`config.mk`:
```
export PLATFORM = sky130hd
export DESIGN_NAME = rhht_front
export DESIGN_NICKNAME = d
export VERILOG_FILES = /design/src/hdl/rhht_pkg.sv /design/src/hdl/rhht_front.sv
export SDC_FILE = /design/constraint.sdc
export NUM_CORES = 1
export LEC_CHECK = 0
export BUFFER_PORTS_ARGS = -buffer_cell sky130_fd_sc_hd__buf_2
export CORE_ASPECT_RATIO = 1.5
export CORE_MARGIN = 2
export CORE_UTILIZATION = 45
export DETAILED_ROUTE_END_ITERATION = 7
export PLACE_DENSITY = 0.72
export SETUP_SLACK_MARGIN = 0.1
export SLEW_MARGIN = 20
export SYNTH_ARGS = -nofsm -noshare
export SYNTH_HDL_FRONTEND = slang
export SYNTH_SLANG_ARGS = --single-unit
```
`constraint.sdc`:
```
create_clock -name clk -period 8.15 [get_ports clk]
set_input_delay 0.4075 -clock clk [delete_from_list [all_inputs] [get_ports clk]]
set_output_delay 0.4075 -clock clk [all_outputs]
set_load 0.03 [all_outputs]
```
`src/hdl/rhht_pkg.sv`:
```
// Shared types and codes for the robin hood hash table.
// No dependencies.
`default_nettype none
package rhht_pkg;
  localparam logic [1:0] ST_INSERTED  = 2'd0;
  localparam logic [1:0] ST_FOUND     = 2'd1;
  localparam logic [1:0] ST_NOT_FOUND = 2'd2;
  localparam logic [1:0] ST_FULL      = 2'd3;
  localparam logic       OP_LOOKUP    = 1'b0;
  localparam logic       OP_INSERT    = 1'b1;
  localparam int         KEY_BITS     = 32;
  localparam int         FILL_BITS    = 10;

  // classified request handed from front to back
  typedef struct packed {
    logic                op;
    logic                refuse;   // insert refused as full
    logic [KEY_BITS-1:0] key;
  } req_t;
endpackage
`default_nettype wire

```
`src/hdl/rhht_front.sv`:
```
// Front end: accepts transactions, classifies them, queues them for the back end.
// Depends on rhht_pkg.
`default_nettype none
module rhht_front #(
  parameter int VALUE_BITS = 16,
  parameter int CNT_BITS = 11,
  parameter int DEPTH = 2
) (
  input  wire                        clk,
  input  wire                        rst_n,
  input  wire                        in_valid,
  output logic                       in_stall,
  input  wire                        in_op,
  input  wire [31:0]                 in_key,
  input  wire [VALUE_BITS-1:0]       in_value,
  input  wire [9:0]                  fill_limit,
  input  wire [CNT_BITS-1:0]         count_eff,
  output logic                       q_valid,
  input  wire                        q_pop,
  output rhht_pkg::req_t             q_req,
  output logic [VALUE_BITS-1:0]      q_value,
  output logic                       push_ins
);
  import rhht_pkg::*;
  localparam int PW = (DEPTH > 1) ? $clog2(DEPTH) : 1;
  req_t                  req_mem [DEPTH];
  logic [VALUE_BITS-1:0] val_mem [DEPTH];
  logic [PW-1:0] wp_r, wp_nxt, rp_r, rp_nxt;
  logic [PW:0]   cnt_r, cnt_nxt;
  logic          push;
  req_t          req_in;

  // serialize: only push when queue and back are empty, so count_eff is exact
  assign in_stall = (cnt_r != '0) || q_pop;
  assign push     = in_valid && !in_stall;
  assign push_ins = push && !req_in.refuse && (in_op == OP_INSERT);

  always_comb begin
    req_in.op     = in_op;
    req_in.key    = in_key;
    req_in.refuse = (in_key == '0) ||
                    (count_eff >= {{(CNT_BITS-10){1'b0}}, fill_limit}) ||
                    (count_eff[CNT_BITS-1]);
    wp_nxt  = push  ? PW'(wp_r + 1'b1) : wp_r;
    rp_nxt  = q_pop ? PW'(rp_r + 1'b1) : rp_r;
    cnt_nxt = cnt_r + (PW+1)'(push) - (PW+1)'(q_pop);
  end

  always_ff @(posedge clk) begin
    if (!rst_n) begin
      wp_r <= '0; rp_r <= '0; cnt_r <= '0;
    end else begin
      wp_r <= wp_nxt; rp_r <= rp_nxt; cnt_r <= cnt_nxt;
    end
  end

  always_ff @(posedge clk) begin
    if (push) begin
      req_mem[wp_r] <= req_in;
      val_mem[wp_r] <= in_value;
    end
  end

  assign q_valid = (cnt_r != '0);
  assign q_req   = req_mem[rp_r];
  assign q_value = val_mem[rp_r];
endmodule
`default_nettype wire

```
; After elaboration in Yosys (flattened, before gate mapping)
; Memory sizes are Yosys's and may differ from the RTL's. A register that Yosys moved wholly into a read port is not among the register bits.
; Index checks and enable logic that the tools add are counted.
[word_totals]
register_bits = 4
elab_cells = 26
in_bits = 74
ramBits = 100
n_memories = 2
out_inout_bits = 53
[op_classes]
magnitude_cmp = 1
n_addsub = 4
muxes = 6
reduce_logical = 10
[mem_list]
columns = name, words, width, read_ports, rd_clocked_by_memory_dff, wr, line
row1 = req_mem, 2, 34, 1, 1, 1, rhht_front.sv:26  ; req_t req_mem [DEPTH];
row2 = val_mem, 2, 16, 1, 1, 1, rhht_front.sv:27  ; logic [VALUE_BITS-1:0] val_mem [DEPTH];
[ops]
columns = operator, n
row1 = 32-bit zero test, 1
row2 = 11-bit by 10-bit greater-or-equal comparator with 1-bit output, 1
row3 = 1-bit 2-to-1 mux, 6
row4 = 1-bit logical AND, 3
row5 = 1-bit logical OR, 3
row6 = "1-bit adder, second input constant", 2
row7 = 2-bit by 1-bit adder with 2-bit output, 1
row8 = 1-bit zero test, 2
row9 = 2-bit nonzero test, 1
row10 = 2-bit by 1-bit subtractor with 2-bit output, 1

; Depth between registers and ports, before layout
[logic_depth]
depth_word = 6
mapped_depth = 6
mapped_depth_nobuf = 6

; Worst setup path before layout
; OpenSTA, ideal clock, no wires.
[synth_timing]
path_kind = input to register
startpoint = input q_pop
endpoint = memory req_mem[0][0] (netlist bit) (enable)
t_arrival_ps = 2820
setup_time_ps = 459
required_ps = 7691
path_buffers = 0
cell_stages = 3
slack_ps = 4871
path_cell_list = nor3_4 -> nand2_1 -> nor2_1
[synth_between]
elab_chain_cells = 5
[synth_rtl]
columns = element, line
row1 = "start, declared", rhht_front.sv:19  ; input wire q_pop,
row2 = 1-bit logical OR, rhht_front.sv:34  ; assign in_stall = (cnt_r != '0) || q_pop;
row3 = 1-bit zero test, rhht_front.sv:35  ; assign push = in_valid && !in_stall;
row4 = 1-bit logical AND, rhht_front.sv:35
row5 = 1-bit 2-to-1 mux, rhht_front.sv:58  ; if (push) begin
row6 = 1-bit 2-to-1 mux (implied by the code), rhht_front.sv:59  ; req_mem[wp_r] <= req_in;
row7 = "end, declared", rhht_front.sv:26
; No other way between the ends.

==> metrics list <==
- Data arrives at the worst endpoint at 1.98 ns.
* Post-Syn Area: 0.00414 mm^2
- Fraction of the core area covered by cells at the end of the flow: 58.6%
- The number of nets in the synthesized netlist is 308.
- Dividing total power by cell area gives a power density of 227 mW/mm^2.
* Final critical delay including setup and external delays: 2.39 ns
* Slew headroom: 54.1%
- DRC Markers: 0
* Setup repair after global routing missed its margin: no
- The run finished with clean final reports.
- Buffers inserted to repair hold after CTS numbered 0.
- The die is 122 um tall.
- Top-level port count: 127
* Origin of the critical flop-to-flop path: cnt_r[1]$_SDFF_PN0_
* Total global routing track utilization: 16.0%
* Detailed placement HPWL: 5.46 mm
- Once the floorplan was initialized, standard cells occupied 46.7% of the core.
- The multi-input combinational cells in the finished layout cover a total of 982 um^2.
* Top cells by area in the synthesized netlist: edfxtp_1 72%, mux2_2 14%, ha_1 3.0%
- Cells with a size suffix above 1 make up 54.8% of the layout.
- Cell count after synthesis: 224
* Portion of synthesized cell area occupied by the leading cell type: 72.5%
* Synth area leader: edfxtp_1
- Layout overhead on the synthesized area: 25.5%
- Dominant cell by count in the synthesized netlist: edfxtp_1
* Crit share post-route: 29.3%
* Proportion of synthesized flip-flops having asynchronous set or reset: 0%
- The final layout contains 442 nets.
* Maximum fanout count along the critical path: 36
- Warning count from the yosys run: 0
- The synthesized design contains 100 enable-type register cells.
* Most used flip-flop cell after synthesis: edfxtp_1
- The first detailed-routing pass took 4 iterations.
- Global route overflow: 0
- Sequential share of the synthesized area: 74.9%
* Initial antenna violation count: 1
- The worst setup path is captured at a primary output.
* Number of setup buffers added after CTS: 0
- Worst EP required: 7.74 ns
- Number of clock sinks seen by CTS: 105
* Path class of the lowest-slack min-delay path: in2reg
- TritonCTS created 9 clock buffers.
* Pre-CTS worst setup slack: 5.77 ns
- Die Area: 0.0100 mm^2
* Maximum number of pins on one net before global-route repair: 51
- The number of max-slew violations in the final report was 0.
- Routability-driven placement finished with a final weighted congestion of 0.735.
* Clock slew at the register clock pins of the worst setup and hold paths: 0.06 ns
- The critical path is of the reg2out type.
- Global-route wire length before repair: 11.5 mm
* Count of distinct cell types in the synthesized netlist: 30
- Timing would allow up to 419 MHz.
* Worst-margin pin slew: 0.689 ns
* Design Power: 0.00118 W
- Vias in the first global route: 2399
* Worst path bufs/invs: 2
- For the worst-skew pair, the clock arrives at the later sink with an insertion delay of 0.33 ns.
- The worst path meets setup with 5.76 ns of slack.
- Per-instance average area after synthesis: 18.5 um^2
- Placed Instance Area: 0.00492 mm^2
* Final count of negative-setup-slack endpoints: 0
* Setup total negative slack: 0 ns
* Die outline width: 82.4 um
* Vias per std cell: 5.03
* CP max-delay cell: dfxtp_2
- Cell-by-cell listing of the critical path: buf_4 > mux2_2 > buf_2
- IR analysis of the VDD net gives a maximum drop of 0.000119 V.
- The detail route stage leaves a number of antenna-violating nets equal to 0.
* Max Cap Violations: 0
- The floorplan has 42 rows.
- The filler cells instantiated in the layout total 722.
- In this run the most critical hold path is launched from in_value[3].
- Post-Route WL: 7.66 mm
- Cell family with the largest share of critical-path delay: buffers and inverters
- Final cell area excluding filler cells: 0.00520 mm^2
- Per-cell routed wire length: 16.2 um
- The worst setup path is launched from a flop.
- CTS max path bufs: 2
- After floorplanning, the core was sized to cover 0.00888 mm^2.
- On the worst path, the slowest cell contributes a delay of 0.55 ns.
* Setup Skew: 0.00832 ns
- Yosys reg bits: 105
- TritonCTS clock tree: yes
- In this run the number of H-tree levels came out at 3.
* Number of input and output port buffers inserted: 126
* Vias after detailed routing: 2385
- Seq. cell area: 0.00310 mm^2
* Top post-synthesis cells by count: 100 x edfxtp_1, 50 x mux2_2, 12 x inv_1
- Leakage Power: 2.01 nW
- The number of hold violations in the final report is 0.
* Root Buffer Master: clkbuf_16
- Number of gates resized after cts: 0
* Number of DRC markers in iteration 0: 112
-- final cells by class --
type | instances | area share, %
sequential | 105 | 59.7
inverter | 12 | 0.866
timing repair buffer | 129 | 12.6
tap | 110 | 2.65
clock buffer | 13 | 5.00
multi-input combinational | 101 | 18.9
clock inverter | 3 | 0.337
antenna | 1 | 0.0481
-- report_power, final --
part           switching (W)  leakage [nW]  internal (W)
logic               0.000102         0.922     0.0000640
registers         0.00000903         0.951      0.000614
clock network       0.000169         0.136      0.000223
-- cell usage in the layout, fill, tap and decap left out, drive strengths merged --
cell type,n
diode,1
nor4,8
edfxtp,100
or2,1
nand4,3
and2,4
a31oi,1
mux2,50
or2b,1
clkinvlp,1
a21boi,1
nor3,1
nand2b,1
o2111ai,1
dfxtp,5
ha,10
o21a,1
a41oi,1
clkbuf,13
inv,12
nand2,2
o21bai,1
xnor2,2
clkinv,2
a21o,2
a41o,1
a211oi,1
buf,129
o21ai,2
nor2,3
xor2,1
a21oi,2
-- routing by layer --
metal	track usage (%)	wire, um
met1	17.6	2900
met2	27.1	4050
met4	9.48	255
met3	4.37	453
met5	0	0
-- final timing paths --
check / end / slack (ns) / cells past startpoint
max: q_req[28] / 5.76 / 3
min reg2reg: rp_r$_SDFFE_PN0P_ / 0.59 / 2
min: val_mem[1][3]$_DFFE_PP_ / 0.26 / 1
max reg2reg: val_mem[0][5]$_DFFE_PP_ / 6.02 / 4
-- state kept, by name, summed over array words and instances, names as in the netlist, named ones only --
| name | cells |
|---|---|
| val_mem | 32 |
| rp_r | 1 |
| wp_r | 1 |
| cnt_r | 2 |
| req_mem | 68 |
-- logic make-up (layout without fill, tap and decap cells) --
| kind of cell | Yosys count | in the layout | share of synthesized area, % |
|---|---|---|---|
| flip-flops | 105 | 105 | 74.9 |
| multiplexers | 50 | 50 | 13.6 |
| AND/OR/NAND/NOR | 24 | 24 | 3.59 |
| buffers and inverters | 18 | 157 | 1.78 |
| AO/OA/AOI/OAI | 14 | 14 | 2.51 |
| adder cells (fa/ha/maj) | 10 | 10 | 3.02 |
| XOR/XNOR | 3 | 3 | 0.634 |
| other | 0 | 1 | 0 |
-- stage by stage --
stage	hold slack (ns)	cells
finish	0.262	474
global route	0.247	474
CTS	0.249	473
detailed placement	0.582	457
global placement	0.592	457
floorplan	0.506	224
Note: power is estimated with default switching activity, not from simulation.
